### config.mk
export PLATFORM = sky130hd
export DESIGN_NAME = spi_adc_sample_reader_top
export DESIGN_NICKNAME = d
export VERILOG_FILES = /design/src/hw/rtl/spiadc_pkg.sv /design/src/hw/rtl/spiadc_seq.sv /design/src/hw/rtl/spi_adc_sample_reader_top.sv
export VERILOG_INCLUDE_DIRS = /design/src /design/src/hw/rtl
export SDC_FILE = /design/constraint.sdc
export NUM_CORES = 1
export LEC_CHECK = 0
export ABC_AREA = 1
export BUFFER_PORTS_ARGS = -buffer_cell sky130_fd_sc_hd__buf_2
export CAP_MARGIN = 0
export CORE_UTILIZATION = 35
export CTS_CLUSTER_DIAMETER = 150
export DETAILED_ROUTE_END_ITERATION = 7
export PLACE_DENSITY_LB_ADDON = 0.05
export REMOVE_ABC_BUFFERS = 1
export SLEW_MARGIN = 20
export SYNTH_ARGS = -nofsm -noshare
export SYNTH_HDL_FRONTEND = slang
export SYNTH_SLANG_ARGS = --single-unit
export TNS_END_PERCENT = 1
### constraint.sdc
create_clock -name clock -period 3.5 [get_ports clock]
set_input_delay 0 -clock clock [delete_from_list [all_inputs] [get_ports clock]]
set_output_delay 0 -clock clock [all_outputs]
set_load 0.02 [all_outputs]
### src/hw/rtl/spi_adc_sample_reader_top_macros.svh
// assertion macros shared by the spi adc sample reader rtl
// expects signals named clock and reset in the including module
`ifndef SPI_ADC_SAMPLE_READER_TOP_MACROS_SVH
`define SPI_ADC_SAMPLE_READER_TOP_MACROS_SVH

// consequent checked in the same cycle
`define SRD_ASSERT_SAME(label, ante, cons, msg) \
   label: assert property (@(posedge clock) disable iff (reset) (ante) |-> (cons)) \
      else $error(msg);

// consequent checked in the cycle after the antecedent
`define SRD_ASSERT_NEXT(label, ante, cons, msg) \
   label: assert property (@(posedge clock) disable iff (reset) (ante) |=> (cons)) \
      else $error(msg);

`endif

### src/hw/rtl/spiadc_pkg.sv
// types and constants for the spi adc sample reader
// used by spiadc_seq and spi_adc_sample_reader_top
package spiadc_pkg;

   localparam int READ_BITS    = 12;
   localparam int COMMAND_BITS = 5;
   localparam int SAMPLE_BITS  = 10;
   localparam int TICK_BITS    = 10;
   localparam int CHANNEL_BITS = 4;
   localparam int INDEX_BITS   = 4;
   localparam int CSR_ADDR_W   = 3;
   localparam int CSR_DATA_W   = 32;

   localparam logic [COMMAND_BITS-1:0] CMD_PREFIX  = 5'h18;
   localparam logic [CHANNEL_BITS-1:0] MAX_CHANNEL = 4'd7;
   localparam logic [TICK_BITS-1:0]    PHASE_TICKS_RESET = 10'd5;

   localparam logic KIND_START = 1'b0;
   localparam logic KIND_TICK  = 1'b1;

   // word index of the phase_ticks register
   localparam logic REG_PHASE_TICKS = 1'b0;

   typedef enum logic [2:0] {
      PH_IDLE      = 3'd0,
      PH_SEL_HIGH  = 3'd1,
      PH_SEL_LOW   = 3'd2,
      PH_CMD_SETUP = 3'd3,
      PH_CMD_HIGH  = 3'd4,
      PH_GAP       = 3'd5,
      PH_RD_HIGH   = 3'd6,
      PH_RD_LOW    = 3'd7
   } phase_type;

   typedef struct packed {
      logic                    kind;
      logic [CHANNEL_BITS-1:0] channel;
      logic                    miso_level;
   } item_type;

   typedef struct packed {
      logic                   chip_select_n;
      logic                   serial_clock;
      logic                   mosi_level;
      logic                   busy_res;
      logic                   done_res;
      logic                   error;
      logic [SAMPLE_BITS-1:0] sample;
   } result_type;

endpackage

### src/hw/rtl/spiadc_seq.sv
// spi read sequencer: phase state machine, command and data shifters, pin levels
// depends on spiadc_pkg
module spiadc_seq (
   input  logic                              clock,
   input  logic                              reset,
   input  logic                              step,
   input  spiadc_pkg::item_type              item,
   input  logic [spiadc_pkg::TICK_BITS-1:0]  phase_ticks,
   output spiadc_pkg::result_type            result
);
   import spiadc_pkg::*;

   phase_type               phase_ff, phase_in;
   logic [INDEX_BITS-1:0]   bit_index_ff, bit_index_in;
   logic [COMMAND_BITS-1:0] cmd_ff, cmd_in;
   logic [READ_BITS-1:0]    data_ff, data_in;
   logic [TICK_BITS-1:0]    wait_ff, wait_in;
   logic                    cs_ff, cs_in;
   logic                    sck_ff, sck_in;
   logic                    mosi_ff, mosi_in;

   logic [TICK_BITS-1:0]    wait_inc;
   logic [TICK_BITS-1:0]    limit;
   logic                    wait_hit;
   logic [INDEX_BITS:0]     bit_inc;
   logic                    cmd_last;
   logic                    read_last;
   logic [READ_BITS-1:0]    data_shifted;
   logic                    is_start;
   logic                    is_tick;
   logic                    bad_channel;
   logic                    done_flag;
   logic                    err_flag;
   logic [SAMPLE_BITS-1:0]  sample_val;

   assign is_start     = step && (item.kind == KIND_START);
   assign is_tick      = step && (item.kind == KIND_TICK);
   assign bad_channel  = item.channel > MAX_CHANNEL;
   assign wait_inc     = wait_ff + TICK_BITS'(1);
   // zero ticks behaves as one
   assign limit        = (phase_ticks == '0) ? TICK_BITS'(1) : phase_ticks;
   assign wait_hit     = wait_inc >= limit;
   assign bit_inc      = {1'b0, bit_index_ff} + (INDEX_BITS+1)'(1);
   assign cmd_last     = bit_inc >= (INDEX_BITS+1)'(COMMAND_BITS);
   assign read_last    = bit_inc >= (INDEX_BITS+1)'(READ_BITS);
   assign data_shifted = {data_ff[READ_BITS-2:0], item.miso_level};

   // next state
   always_comb begin
      phase_in     = phase_ff;
      bit_index_in = bit_index_ff;
      cmd_in       = cmd_ff;
      data_in      = data_ff;
      wait_in      = wait_ff;
      cs_in        = cs_ff;
      sck_in       = sck_ff;
      mosi_in      = mosi_ff;
      if (is_start) begin
         if (phase_ff == PH_IDLE && !bad_channel) begin
            cmd_in       = CMD_PREFIX | COMMAND_BITS'(item.channel);
            bit_index_in = '0;
            data_in      = '0;
            wait_in      = '0;
            cs_in        = 1'b1;
            sck_in       = 1'b0;
            phase_in     = PH_SEL_HIGH;
         end
      end else if (is_tick) begin
         if (phase_ff == PH_GAP) begin
            // single-tick low gap between command and read
            sck_in   = 1'b1;
            wait_in  = '0;
            phase_in = PH_RD_HIGH;
         end else if (phase_ff != PH_IDLE) begin
            wait_in = wait_inc;
            if (wait_hit) begin
               wait_in = '0;
               case (phase_ff)
                  PH_SEL_HIGH: begin
                     cs_in    = 1'b0;
                     phase_in = PH_SEL_LOW;
                  end
                  PH_SEL_LOW: begin
                     mosi_in  = cmd_ff[COMMAND_BITS-1];
                     cmd_in   = {cmd_ff[COMMAND_BITS-2:0], 1'b0};
                     phase_in = PH_CMD_SETUP;
                  end
                  PH_CMD_SETUP: begin
                     sck_in   = 1'b1;
                     phase_in = PH_CMD_HIGH;
                  end
                  PH_CMD_HIGH: begin
                     sck_in = 1'b0;
                     if (!cmd_last) begin
                        bit_index_in = bit_inc[INDEX_BITS-1:0];
                        mosi_in      = cmd_ff[COMMAND_BITS-1];
                        cmd_in       = {cmd_ff[COMMAND_BITS-2:0], 1'b0};
                        phase_in     = PH_CMD_SETUP;
                     end else begin
                        bit_index_in = '0;
                        phase_in     = PH_GAP;
                     end
                  end
                  PH_RD_HIGH: begin
                     sck_in   = 1'b0;
                     phase_in = PH_RD_LOW;
                  end
                  PH_RD_LOW: begin
                     data_in = data_shifted;
                     if (!read_last) begin
                        bit_index_in = bit_inc[INDEX_BITS-1:0];
                        sck_in       = 1'b1;
                        phase_in     = PH_RD_HIGH;
                     end else begin
                        bit_index_in = '0;
                        cs_in        = 1'b1;
                        phase_in     = PH_IDLE;
                     end
                  end
                  default: begin
                     phase_in = phase_ff;
                  end
               endcase
            end
         end
      end
   end

   // result flags
   always_comb begin
      done_flag  = 1'b0;
      err_flag   = 1'b0;
      sample_val = '0;
      if (is_start && phase_ff == PH_IDLE && bad_channel) begin
         done_flag = 1'b1;
         err_flag  = 1'b1;
      end else if (is_tick && phase_ff == PH_RD_LOW && wait_hit && read_last) begin
         done_flag  = 1'b1;
         // drop the trailing bit, keep the ten after the null bit
         sample_val = data_shifted[READ_BITS-2 -: SAMPLE_BITS];
      end
   end

   always_comb begin
      result.chip_select_n = cs_in;
      result.serial_clock  = sck_in;
      result.mosi_level    = mosi_in;
      result.busy_res      = phase_in != PH_IDLE;
      result.done_res      = done_flag;
      result.error         = err_flag;
      result.sample        = sample_val;
   end

   always_ff @(posedge clock) begin
      if (reset) begin
         phase_ff     <= PH_IDLE;
         bit_index_ff <= '0;
         cmd_ff       <= '0;
         data_ff      <= '0;
         wait_ff      <= '0;
         cs_ff        <= 1'b1;
         sck_ff       <= 1'b0;
         mosi_ff      <= 1'b0;
      end else if (step) begin
         phase_ff     <= phase_in;
         bit_index_ff <= bit_index_in;
         cmd_ff       <= cmd_in;
         data_ff      <= data_in;
         wait_ff      <= wait_in;
         cs_ff        <= cs_in;
         sck_ff       <= sck_in;
         mosi_ff      <= mosi_in;
      end
   end

endmodule

### src/hw/rtl/spi_adc_sample_reader_top.sv
// a word accepted on req goes through the input register, then the result register, to rsp
// throughput: one word per cycle while the result side does not stall
// either side may stall; an empty input register takes a word while a result waits
// reset (synchronous, active high): sequencer idle, chip select high, phase_ticks 5
// depends on spiadc_pkg, spiadc_seq and spi_adc_sample_reader_top_macros.svh
`include "spi_adc_sample_reader_top_macros.svh"

module spi_adc_sample_reader_top (
   input  logic                                clock,
   input  logic                                reset,
   input  logic                                req_tvalid,
   output logic                                req_tready,
   input  logic [7:0]                          req_tdata,  // channel[3:0], miso_level[4], zero
   input  logic                                req_tuser,  // kind
   output logic                                rsp_tvalid,
   input  logic                                rsp_tready,
   // chip_select_n[0], serial_clock[1], mosi_level[2], busy_res[3], done_res[4],
   // error[5], sample[15:6]
   output logic [15:0]                         rsp_tdata,
   input  logic                                csr_psel,
   input  logic                                csr_penable,
   input  logic                                csr_pwrite,
   input  logic [spiadc_pkg::CSR_ADDR_W-1:0]   csr_paddr,
   input  logic [spiadc_pkg::CSR_DATA_W-1:0]   csr_pwdata,
   output logic [spiadc_pkg::CSR_DATA_W-1:0]   csr_prdata,
   output logic                                csr_pready
);
   import spiadc_pkg::*;

   logic                 in_valid_ff, in_valid_in;
   item_type             in_item_ff;
   logic                 out_valid_ff, out_valid_in;
   result_type           out_result_ff;
   logic [TICK_BITS-1:0] ticks_ff;

   logic                 advance;
   logic                 step;
   logic                 req_take;
   logic                 csr_write;
   logic                 csr_hit;
   result_type           seq_result;

   assign advance     = !out_valid_ff || rsp_tready;
   assign step        = in_valid_ff && advance;
   assign req_tready  = !in_valid_ff || advance;
   assign req_take    = req_tvalid && req_tready;
   assign in_valid_in = req_take || (in_valid_ff && !advance);
   assign out_valid_in = step || (out_valid_ff && !rsp_tready);

   assign csr_pready = 1'b1;
   assign csr_hit    = csr_paddr[CSR_ADDR_W-1] == REG_PHASE_TICKS;
   assign csr_write  = csr_psel && csr_penable && csr_pwrite && csr_pready && csr_hit;
   assign csr_prdata = csr_hit ? CSR_DATA_W'(ticks_ff) : '0;

   spiadc_seq u_seq (
      .clock       (clock),
      .reset       (reset),
      .step        (step),
      .item        (in_item_ff),
      .phase_ticks (ticks_ff),
      .result      (seq_result)
   );

   always_ff @(posedge clock) begin
      if (reset) begin
         in_valid_ff  <= 1'b0;
         out_valid_ff <= 1'b0;
         ticks_ff     <= PHASE_TICKS_RESET;
      end else begin
         in_valid_ff  <= in_valid_in;
         out_valid_ff <= out_valid_in;
         if (csr_write) begin
            ticks_ff <= csr_pwdata[TICK_BITS-1:0];
         end
      end
   end

   always_ff @(posedge clock) begin
      if (req_take) begin
         in_item_ff.kind       <= req_tuser;
         in_item_ff.channel    <= req_tdata[CHANNEL_BITS-1:0];
         in_item_ff.miso_level <= req_tdata[CHANNEL_BITS];
      end
      if (step) begin
         out_result_ff <= seq_result;
      end
   end

   assign rsp_tvalid = out_valid_ff;
   assign rsp_tdata  = {out_result_ff.sample,
                        out_result_ff.error,
                        out_result_ff.done_res,
                        out_result_ff.busy_res,
                        out_result_ff.mosi_level,
                        out_result_ff.serial_clock,
                        out_result_ff.chip_select_n};

   `SRD_ASSERT_NEXT(a_in_held, in_valid_ff && !advance, in_valid_ff && $stable(in_item_ff), "input word lost while the result side stalls")
   `SRD_ASSERT_NEXT(a_step_fills_out, step, out_valid_ff, "processed word did not reach the result register")
   `SRD_ASSERT_SAME(a_idle_deselects, step && !seq_result.busy_res, seq_result.chip_select_n, "chip select low while the sequencer is idle")
   `SRD_ASSERT_SAME(a_error_is_done, step && seq_result.error, seq_result.done_res && seq_result.sample == '0, "error result without done or with a sample")

endmodule

; ---- After elaboration in Yosys (flattened, before gate mapping)
; Cells that the tools add are included.
[totals]
ff_bits = 69
input_bits = 51
elab_cells = 147
[op_classes]
n_lt_le_gt_ge = 4
n_bitwise = 3
n_reduce_logical = 41
eq_ne = 10
muxes = 66
add_sub_neg = 2
[op_table]
columns = cell, n
row1 = $mux 10, 15
row2 = $mux 5, 7
row3 = $mux 4, 8
row4 = $mux 3, 8
row5 = $mux 1, 22
row6 = $pmux 3 s6, 1
row7 = $logic_and 1x1->1, 15
row8 = $reduce_bool 3->1, 5
row9 = $reduce_and 7->1, 2
row10 = $eq 3x3->1 const B, 4
row11 = $add 10x1->10 const B, 1
row12 = $ge 10x10->1, 1
row13 = $logic_not 10->1, 1
row14 = $pmux 5 s2, 1
row15 = $pmux 4 s2, 1
row16 = $reduce_and 8->1, 1
row17 = $reduce_bool 2->1, 4
row18 = $eq 3x2->1 const B, 2
row19 = $add 4x1->5 const B, 1
row20 = $ge 5x3->1 const B, 1
row21 = $ge 5x4->1 const B, 1
row22 = $logic_not 1->1, 5
row23 = $gt 4x3->1 const B, 1
row24 = $logic_or 1x1->1, 4
row25 = other kinds (10), 14

; ---- Depth between registers and ports, before layout
; Gate-level depths: netlist (run 1).
[depth]
word_depth = 10
mapped_depth = 19
mapped_depth_nobuf = 19

; ---- Modules after synthesis
; Synthesis (run 1) repeated with hierarchy kept, for this count alone.
[hier_totals]
hier_cells = 566
hier_area_um2 = 3950.0
[modules_own_cells]
columns = mod, n_inst, area_per_inst_um2, cells_per_inst
row1 = spiadc_seq, 1, 2498.6, 421
row2 = spi_adc_sample_reader_top, 1, 1451.4, 145

; ---- Least setup slack after synthesis (run 1)
; OpenSTA, ideal clock, no wires.
[synth_path]
path_kind = reg2reg
start = register u_seq.wait_ff[0]
end = register out_result_ff, in the netlist rsp_tdata[3] (data pin)
synth_period_minus_slack_ns = 2.521
setup_time_ns = 0.256
setup_slack_ns = 0.979
arrival_ns = 2.265
path_stages_with_launch = 18
cell_sequence = dfxtp_1 ha_1 nand3_1 nor2_1 inv_1 nor3_1 xor2_1 ha_1 nand2_1 a21oi_1 nor2_1 nand3_2 inv_2 nand2_1 nand3_1 nand2_1 a21oi_1 nand2_1
[synth_rtl]
columns = element, line
row1 = start: declaration, spiadc_seq.sv:17  ; logic [TICK_BITS-1:0] wait_ff, wait_in;
row2 = start signal: assignment, spiadc_seq.sv:169  ; wait_ff <= wait_in;
row3 = end signal: assignment, spi_adc_sample_reader_top.sv:85  ; out_result_ff <= seq_result;
row4 = end: declaration, spi_adc_sample_reader_top.sv:33  ; result_type out_result_ff;

; ---- Worst setup path after layout (run 1)
[layout_path]
start = register u_seq.wait_ff[0]
end = register u_seq.data_ff[9]
[layout_between]
elab_chain_cells = 4
[layout_lines]
columns = element, line
row1 = $add 10x1->10, spiadc_seq.sv:39  ; assign wait_inc = wait_ff + TICK_BITS'(1);
row2 = $ge 10x10->1, spiadc_seq.sv:42  ; assign wait_hit = wait_inc >= limit;
row3 = $reduce_bool 2->1 (no line), --
row4 = $reduce_and 7->1 (no line), --
row5 = end signal: assignment, spiadc_seq.sv:168  ; data_ff <= data_in;
row6 = end: declaration, spiadc_seq.sv:16  ; logic [READ_BITS-1:0] data_ff, data_in;
; Every way passes these cells.
; A chain may end at the register's enable or synchronous reset.

==> impl_metrics.yaml, run 1 <==
synth:
  synth.avg_cell_area_um2: 7.438
  synth_compound_area_frac: 0.1005
  synth_seq_area_share: 0.4272
  synth_top_family_by_area: "simple AND/OR/NAND/NOR gates"
  ys_async_sr_fraction: 0
  synth_top_cells_by_area: "dfxtp_1 25%, edfxtp_1 18%, nand2_1 13%, a21oi_1 6.1%, inv_1 5.9%"
  synth_seq_cells: 69
  synth-adder-area-share: 0.04339
  synth_simple_gate_area_frac: 0.2797
  synthCells: 504
  ys.warnings.count: 0
  synth_xor_area_frac: 0.01636
  ys_types: 36
  syn_area_um2: 3749
  yosysTopAreaCellShare: 0.2510
  synth_edf_count: 22
  muxShareOfSynthArea: 0
  yosysTopAreaCell: "dfxtp_1"
  synthFlopType: "dfxtp_1"
grt:
  first_global_vias: 2956
  grt_pass1_wl_um: 13680
  gr-total-overflow: 0
  track_usage: 0.1565
  antenna_found_initial: 0
  grt_max_degree: 27
die:
  die_area_um2: 11130
  fp.dieH_um: 105.5
  die_x_um: 105.5
  start_util: 0.3615
  floorplan.rows: 37
  core_um2: 10370
  pin_count: 102
timing:
  period_minus_slack_ns: 3.060
  rsz0062_at_grt: "false"
  finalMaxSlewViolations: 0
  skew_ns: 0.008379
  tns_ns: 0
  worstMarginPinSlew_ns: 0.7849
  fmax_ghz: 0.3268
  fin_crit_sh: 0.8743
  setup_violations: 0
  fin_ws_ns: 0.4400
  slew_headroom: 0.4761
  fin_hold_ws_ns: 0.07323
  final-hold-violation-count: 0
setup_path:
  worstSetupStartpoint: "u_seq.wait_ff[0]$_SDFFE_PP0P_"
  timing.rr.end: "u_seq.data_ff[9]$_SDFFE_PP0P_"
  end_kind: "register"
  required_ns: 3.74
  cp_data_arrival_time_ns: 3.30
  cp_max_fo: 10
  start_kind: "register"
  worstSetupPathType: "reg -> reg"
  rrSetupSlack_ns: 0.44
  r2r_cells: 17
  endpoint: "u_seq.data_ff[9]$_SDFFE_PP0P_"
  timing.rr.start: "u_seq.wait_ff[0]$_SDFFE_PP0P_"
finish:
  layout-drive-gt1-share: 0.1713
  nNetsFinal: 637
  diodes: 0
  layout_commonest_cell: "nand2_1"
  fin_util: 0.4266
  layout_common_cells: "128 x nand2_1, 59 x inv_1, 53 x nor2_1"
  stdcell_area_um2: 4424
  filler_cell_count: 1100
  synthToLayoutAreaGrowth_pct: 18.02
  layoutNonFillerInstCount: 714
placement:
  place_congestion: 0.8510
  dpl.hpwl_um: 5782
  dp.cells: 679
  port_buffers: 51
  place_area_um2: 4038
  dp_slack_ns: 0.4201
drt:
  ant_nets: 0
  route.detailed.drc: 0
  num_vias: 3141
  dr.pass1.iters: 4
  drt_wl_total_um: 8086
  vias_per_cell: 4.399
  drt_iter0_markers: 97
  routedWlPerCell_um: 11.32
min_path:
  hold_path_startpoint: "reset"
  min_path_type: "in -> reg"
status:
  status: "complete, no violations"
cts:
  postCtsSetupRepairBufs: 0
  clkTransAtPathRegs_ns: 0.08
  cts_num_sinks: 69
  holdBufCountCts: 19
  ctsRootBufferMaster: "clkbuf_8"
  htree_levels: 3
  clk_path_buf_depth: 2
  clk_latency_ns: 0.35
  cts_tree: "done"
  numCtsBuffers: 9
  cts_resized: 0
run:
  drv_cap: 0
power_and_ir_drop:
  ir_drop_v: 0.0001679
  p_total_mw: 1.729
  cellPowerDensity_nw_per_um2: 390.9
  leakage_nw: 1.997
## metal layers
layer / vias up / global-route usage / part of all wire / wire length [um]
li1: 1694 / - / - / -
met1: 1377 / 0.1884 / 0.48 / 3901
met2: 63 / 0.2730 / 0.47 / 3804
met3: 7 / 0.03092 / 0.035 / 287
met4: 0 / 0.06250 / 0.012 / 93
met5: - / 0 / 0 / 0
## where the power goes
group          internal, mW  leakage, nW  switching [mW]
Combinational        0.0683         1.32           0.141
Clock                 0.331       0.0960           0.330
Sequential            0.848        0.580          0.0112
Total                  1.25         2.00           0.482
## registers in the layout, indices dropped and copies added (netlist names)
name                flops
in_valid_ff             1
in_item_ff              6
u_seq.mosi_ff           1
u_seq.cs_ff             1
u_seq.sck_ff            1
u_seq.cmd_ff            5
u_seq.wait_ff          10
u_seq.data_ff          10
ticks_ff               10
u_seq.bit_index_ff      4
u_seq.phase_ff          3
rsp_tdata              16
rsp_tvalid              1
## kinds of logic (layout without fill, tap and decap cells)
| kind of cell | Yosys count | after routing |
|---|---|---|
| fa+ha+maj | 13 | 13 |
| other cells | 2 | 23 |
| compound gates | 69 | 69 |
| simple gates | 240 | 240 |
| buf+inv | 104 | 157 |
| xor+xnor | 7 | 7 |
| flops | 69 | 69 |
## worst min path at each step
| stage | to | slack (ns) | depth (start not counted) |
|---|---|---|---|
| 2_1_floorplan | in_valid_ff$_SDFF_PP0_ | 0.07 | 1 |
| 3_3_place_gp | in_item_ff[4]$_DFFE_PP_ | 0.18 | 1 |
| 3_5_place_dp | in_item_ff[3]$_DFFE_PP_ | 0.18 | 1 |
| 4_1_cts | u_seq.phase_ff[2]$_SDFFE_PP0P_ | 0.07 | 2 |
| 5_1_grt | ticks_ff[2]$_SDFFE_PP1P_ | 0.1 | 3 |
| 6_report | u_seq.phase_ff[2]$_SDFFE_PP0P_ | 0.07 | 2 |
## Yosys cell counts, types with 2 or more instances
| master | count |
|---|---|
| edfxtp_1 | 22 |
| o31ai_1 | 2 |
| ha_1 | 13 |
| nand4_1 | 7 |
| buf_4 | 25 |
| nand3_1 | 29 |
| inv_1 | 59 |
| nand2_2 | 5 |
| dfxtp_1 | 47 |
| buf_2 | 4 |
| nand3b_1 | 2 |
| a21oi_1 | 46 |
| o21ai_1 | 4 |
| nor2_1 | 53 |
| xor2_1 | 6 |
| nand2_1 | 128 |
| o211ai_1 | 2 |
| nor2_4 | 3 |
| inv_2 | 9 |
| o21ai_0 | 11 |
| nor3_1 | 3 |
| conb_1 | 2 |
| clkbuf_1 | 5 |
| nor2_2 | 2 |
| or2_2 | 4 |
## critical path, stage by stage (launching register included)
cell and delay, ns:
dfxtp_1 0.44, ha_1 0.23, nand3_1 0.11, nor2_1 0.15, inv_1 0.07, nor3_1 0.19
xor2_1 0.14, ha_1 0.29, nand2_1 0.06, nor2_1 0.14, nand3_1 0.10, nand3_2 0.21
inv_2 0.09, o21ai_2 0.29, buf_4 0.22, nand3_1 0.07, nand2_1 0.09, a21oi_1 0.05
## area by class of cell
cell class              count  area, um^2  area share
clock inverters             7       72.57     0.01640
well taps                 136       170.2     0.03846
repair buffers             72       460.4      0.1041
clock buffers               9       123.9     0.02800
multi-input cells         352        1735      0.3923
inverters                  69       260.3     0.05882
flip-flops and latches     69        1602      0.3620
(Power assumes the default switching activity.)
==> inputs of run 2 (changes only) <==
--- a/config.mk
+++ b/config.mk
@@ -9,11 +9,11 @@
 export ABC_AREA = 1
 export BUFFER_PORTS_ARGS = -buffer_cell sky130_fd_sc_hd__buf_2
 export CAP_MARGIN = 0
+export CORE_ASPECT_RATIO = 0.5
 export CORE_UTILIZATION = 35
 export CTS_CLUSTER_DIAMETER = 150
 export DETAILED_ROUTE_END_ITERATION = 7
 export PLACE_DENSITY_LB_ADDON = 0.05
-export REMOVE_ABC_BUFFERS = 1
 export SLEW_MARGIN = 20
 export SYNTH_ARGS = -nofsm -noshare
 export SYNTH_HDL_FRONTEND = slang
==> constraint.sdc (replaced) <==
create_clock -name clock -period 3.3 [get_ports clock]
set_input_delay 0 -clock clock [delete_from_list [all_inputs] [get_ports clock]]
set_output_delay 0 -clock clock [all_outputs]
set_load 0.02 [all_outputs]
==> run 2 against run 1 <==
Final area rose by 3.8%. Clock skew fell by 0.0015 ns. Sequential share of layout area fell by 1.3 points. Total power rose by 30%. Global-route usage fell by 0.074 points. Sequential cell count did not move. Largest cell class unchanged. Highest routed layer unchanged.
==> impl_metrics.yaml, run 2 (synthesis results as in run 1) <==
drt:
  routedWlPerCell_um: 11.33
  ant_nets: 0
  dr.pass1.iters: 4
  route.detailed.drc: 0
  drt_iter0_markers: 103
  vias_per_cell: 4.422
  drt_wl_total_um: 8155
  num_vias: 3184
finish:
  layout_commonest_cell: "nand2_1"
  layoutNonFillerInstCount: 720
  nNetsFinal: 639
  synthToLayoutAreaGrowth_pct: 22.56
  layout_common_cells: "128 x nand2_1, 59 x inv_1, 53 x nor2_1"
  layout-drive-gt1-share: 0.1759
  filler_cell_count: 1059
  multi_input_area_um2: 1735
  seqCellArea_um2: 1602
  largest_register_ffs: 16
  diodes: 0
die:
  start_util: 0.3635
  die_area_um2: 11150
  core_um2: 10310
  fp.dieH_um: 75.18
  floorplan.rows: 26
  die_x_um: 148.4
  pin_count: 102
grt:
  gr-total-overflow: 0
  grt_max_degree: 27
  grt_pass1_wl_um: 13320
  antenna_found_initial: 0
  track_usage: 0.1558
  first_global_vias: 2769
timing:
  tns_ns: 0
  rsz0062_at_grt: "false"
  skew_ns: 0.006844
  fmax_ghz: 0.3505
  period_minus_slack_ns: 2.853
  slew_headroom: 0.4429
  worstMarginPinSlew_ns: 0.8348
  final-hold-violation-count: 0
  setup_violations: 0
  fin_ws_ns: 0.4467
  fin_crit_sh: 0.8646
  finalMaxSlewViolations: 0
placement:
  port_buffers: 51
  dp_slack_ns: 0.4558
  dp.cells: 686
  place_congestion: 0.8266
  dpl.hpwl_um: 5891
cts:
  clkTransAtPathRegs_ns: 0.06
  clk_path_buf_depth: 2
  cts_num_sinks: 69
  cts_resized: 0
  ctsRootBufferMaster: "clkbuf_16"
  cts_tree: "done"
  htree_levels: 3
  clk_latency_ns: 0.33
  numCtsBuffers: 9
  postCtsSetupRepairBufs: 0
setup_path:
  cp_max_fo: 6
  required_ns: 3.39
  start_kind: "register"
  worstSetupPathType: "reg -> reg"
  cp_data_arrival_time_ns: 2.94
  end_kind: "register"
run:
  drv_cap: 0
power_and_ir_drop:
  ir_drop_v: 0.0002221
  cellPowerDensity_nw_per_um2: 490.8
  leakage_nw: 2.076
  p_total_mw: 2.255
min_path:
  min_path_type: "in -> reg"
status:
  status: "complete, no violations"
-- run 2: changes by cell type in the layout (fill, tap and decap cells not counted), sizes merged --
cell | previous run | this run
clkinv | 3 | 2
dlygate4sd3 | 19 | 18
inv | 70 | 68
bufinv | 1 | 3
clkbuf | 9 | 10
buf | 53 | 56
-- run 2: report_power, final --
| part | total, mW | internal [mW] | switching [mW] |
|---|---|---|---|
| Combinational | 0.225 | 0.0740 | 0.151 |
| Sequential | 0.912 | 0.901 | 0.0114 |
| Clock | 1.12 | 0.757 | 0.361 |
| Total | 2.25 | 1.73 | 0.523 |
-- run 2: metal layers --
| metal | up-vias | track usage | wire [um] |
|---|---|---|---|
| met4 | 0 | 0.04811 | 91 |
| li1 | 1702 | - | - |
| met3 | 9 | 0.05091 | 371 |
| met2 | 66 | 0.2551 | 3687 |
| met5 | - | 0 | 0 |
| met1 | 1407 | 0.1980 | 4005 |
-- run 2: cell type report --
cell class	instances	share of cell area
clock inverters	6	0.02397
well taps	140	0.03813
inverters	69	0.05664
multi-input cells	352	0.3777
flip-flops and latches	69	0.3486
clock buffers	10	0.05202
repair buffers	74	0.1029
-- run 2: path summary, 6_finish.rpt --
| kind | from | to | slack, ns | depth (start not counted) |
|---|---|---|---|---|
| worst max-delay path | u_seq.wait_ff[1]$_SDFFE_PP0P_ | rsp_tdata[2]$_DFFE_PP_ | 0.45 | 17 |
| worst min-delay path | reset | u_seq.phase_ff[1]$_SDFFE_PP0P_ | 0.11 | 2 |
| worst max register to register | u_seq.wait_ff[1]$_SDFFE_PP0P_ | rsp_tdata[2]$_DFFE_PP_ | 0.45 | 17 |
| worst min register to register | u_seq.data_ff[9]$_SDFFE_PP0P_ | u_seq.data_ff[9]$_SDFFE_PP0P_ | 0.45 | 2 |
-- run 2: critical path: stages, from the launching register on --
cell     delay, ns
dfxtp_1       0.35
ha_1          0.19
nand3_1       0.12
nor2_1        0.14
inv_1         0.08
nor3_1        0.20
xor2_1        0.13
ha_1          0.30
nand2_1       0.06
nor2_1        0.13
nand3_1       0.10
nand3_2       0.16
buf_4         0.17
nand2_1       0.06
nor2_1        0.21
nand2_1       0.08
nand2_1       0.08
nand2_1       0.05
-- run 2: metrics by stage --
step                      hold WS [ns]  area, um^2    util
after global placement          0.1764        4065  0.3942
after CTS                       0.1190        4594  0.4455
after floorplan                0.06907        3827       -
after global routing            0.1432        4594  0.4455
final                           0.1091        4594  0.4455
after detailed placement        0.1788        4065  0.3942
-- run 2: repair_timing --
action	in CTS	in global routing
endpoints found under the hold margin	18	0
endpoints found under the setup margin	0	0
hold buffers	18	0
==> inputs of run 3 (changes only) <==
==> constraint.sdc (replaced) <==
create_clock -name clock -period 3.3 [get_ports clock]
set_input_delay 0.66 -clock clock [delete_from_list [all_inputs] [get_ports clock]]
set_output_delay 0.66 -clock clock [all_outputs]
set_load 0.02 [all_outputs]
==> run 3 against run 2 <==
Sequential cell count is the same. Combinational power decreased by 7%. Hold slack gained 0.34 ns. Non-clock buffer count fell by 17. Largest cell class unchanged. Highest routed layer unchanged. Count of clock-buffer cells in the layout decreased by 1. Clock skew about the same.
==> impl_metrics.yaml, run 3 (synthesis results as in run 1) <==
cts:
  clk_latency_ns: 0.33
  cts_num_sinks: 69
  cts_tree: "done"
  ctsRootBufferMaster: "clkbuf_16"
  cts_resized: 0
  htree_levels: 3
  holdBufCountCts: 0
  postCtsSetupRepairBufs: 0
  clk_path_buf_depth: 2
  numCtsBuffers: 9
  clkTransAtPathRegs_ns: 0.06
finish:
  layout-drive-gt1-share: 0.1829
  filler_cell_count: 1085
  layout_commonest_cell: "nand2_1"
  largest_register_ffs: 16
  diodes: 0
  layout_common_cells: "128 x nand2_1, 59 x inv_1, 53 x nor2_1"
  stdcell_area_um2: 4397
  nNetsFinal: 622
  synthToLayoutAreaGrowth_pct: 17.29
power_and_ir_drop:
  p_total_mw: 2.160
  ir_drop_v: 0.0002392
  cellPowerDensity_nw_per_um2: 491.2
  leakage_nw: 1.997
placement:
  place_congestion: 0.8223
  port_buffers: 51
  place_area_um2: 4073
  dpl.hpwl_um: 5948
die:
  start_util: 0.3635
  fp.dieH_um: 75.18
  floorplan.rows: 26
  die_area_um2: 11150
  pin_count: 102
  core_um2: 10310
  die_x_um: 148.4
setup_path:
  rrSetupSlack_ns: 0.43
  r2r_cells: 15
  start_kind: "register"
  cp_data_arrival_time_ns: 3.12
  cp_max_fo: 10
  worstSetupPathType: "reg -> reg"
  timing.rr.start: "u_seq.wait_ff[1]$_SDFFE_PP0P_"
  end_kind: "register"
  worstSetupStartpoint: "u_seq.wait_ff[1]$_SDFFE_PP0P_"
  required_ns: 3.55
timing:
  period_minus_slack_ns: 2.868
  finalMaxSlewViolations: 0
  final-hold-violation-count: 0
  worstMarginPinSlew_ns: 0.8322
  rsz0062_at_grt: "false"
  fmax_ghz: 0.3487
  slew_headroom: 0.4446
  fin_crit_sh: 0.8691
  setup_violations: 0
  tns_ns: 0
  skew_ns: 0.006718
drt:
  routedWlPerCell_um: 11.57
  dr.pass1.iters: 4
  route.detailed.drc: 0
  vias_per_cell: 4.395
  num_vias: 3090
  ant_nets: 0
  drt_iter0_markers: 137
  drt_wl_total_um: 8131
grt:
  track_usage: 0.1535
  antenna_found_initial: 0
  first_global_vias: 2717
  grt_max_degree: 27
  gr-total-overflow: 0
  grt_pass1_wl_um: 13190
min_path:
  hold_path_depth: 2
  hold_path_startpoint: "u_seq.data_ff[9]$_SDFFE_PP0P_"
  min_path_type: "reg -> reg"
run:
  drv_cap: 0
status:
  status: "complete, no violations"
-- run 3: per-layer routing --
| layer | GRT usage | wire length (um) | vias to the layer above |
|---|---|---|---|
| met5 | 0 | 0 | - |
| met4 | 0.03780 | 34 | 0 |
| met3 | 0.04545 | 323 | 4 |
| met2 | 0.2540 | 3581 | 56 |
| met1 | 0.1992 | 4192 | 1365 |
| li1 | - | - | 1665 |
-- run 3: cell type report --
type	instances	area, um^2	share of cell area
Tap cell	140	175.2	0.03984
Timing Repair Buffer	57	300.3	0.06830
Inverter	69	260.3	0.05919
Clock inverter	7	98.84	0.02248
Clock buffer	9	225.2	0.05122
Multi-Input combinational cell	352	1735	0.3947
Sequential cell	69	1602	0.3643
-- run 3: worst max-delay path, stage by stage, from the launching register on --
cell and delay, ns:
dfxtp_1 0.35, ha_1 0.20, nand3_1 0.11, nor2_1 0.15, inv_1 0.08, nor3_1 0.18, xor2_1 0.12, ha_1 0.29
nand2_1 0.06, nor2_1 0.15, nand3_1 0.11, nand3_2 0.16, inv_2 0.08, o21ai_2 0.30, nand2_2 0.22, a21oi_1 0.22
-- run 3: power breakdown --
| group | leakage, nW | switching (mW) | internal (mW) | total [mW] |
|---|---|---|---|---|
| sequential | 0.580 | 0.0117 | 0.900 | 0.912 |
| clock | 0.156 | 0.372 | 0.665 | 1.04 |
| combinational | 1.26 | 0.149 | 0.0611 | 0.210 |
| total | 2.00 | 0.533 | 1.63 | 2.16 |
-- run 3: worst paths after layout --
kind	end
worst max-delay path	u_seq.data_ff[4]$_SDFFE_PP0P_
worst max register to register	u_seq.data_ff[4]$_SDFFE_PP0P_
worst min-delay path	u_seq.data_ff[9]$_SDFFE_PP0P_
worst min register to register	u_seq.data_ff[9]$_SDFFE_PP0P_
-- run 3: per-stage QoR --
stage          std cells  worst slack (ns)  hold WS (ns)  utilization
4_1_cts              703            0.4138        0.4592       0.4264
3_5_place_dp         687            0.4355        0.4493       0.3949
5_1_grt              703            0.1120        0.4774       0.4264
2_1_floorplan        525            0.7787        0.4271            -
6_report             703            0.4321        0.4526       0.4264
3_3_place_gp         687            0.4266        0.4397       0.3949
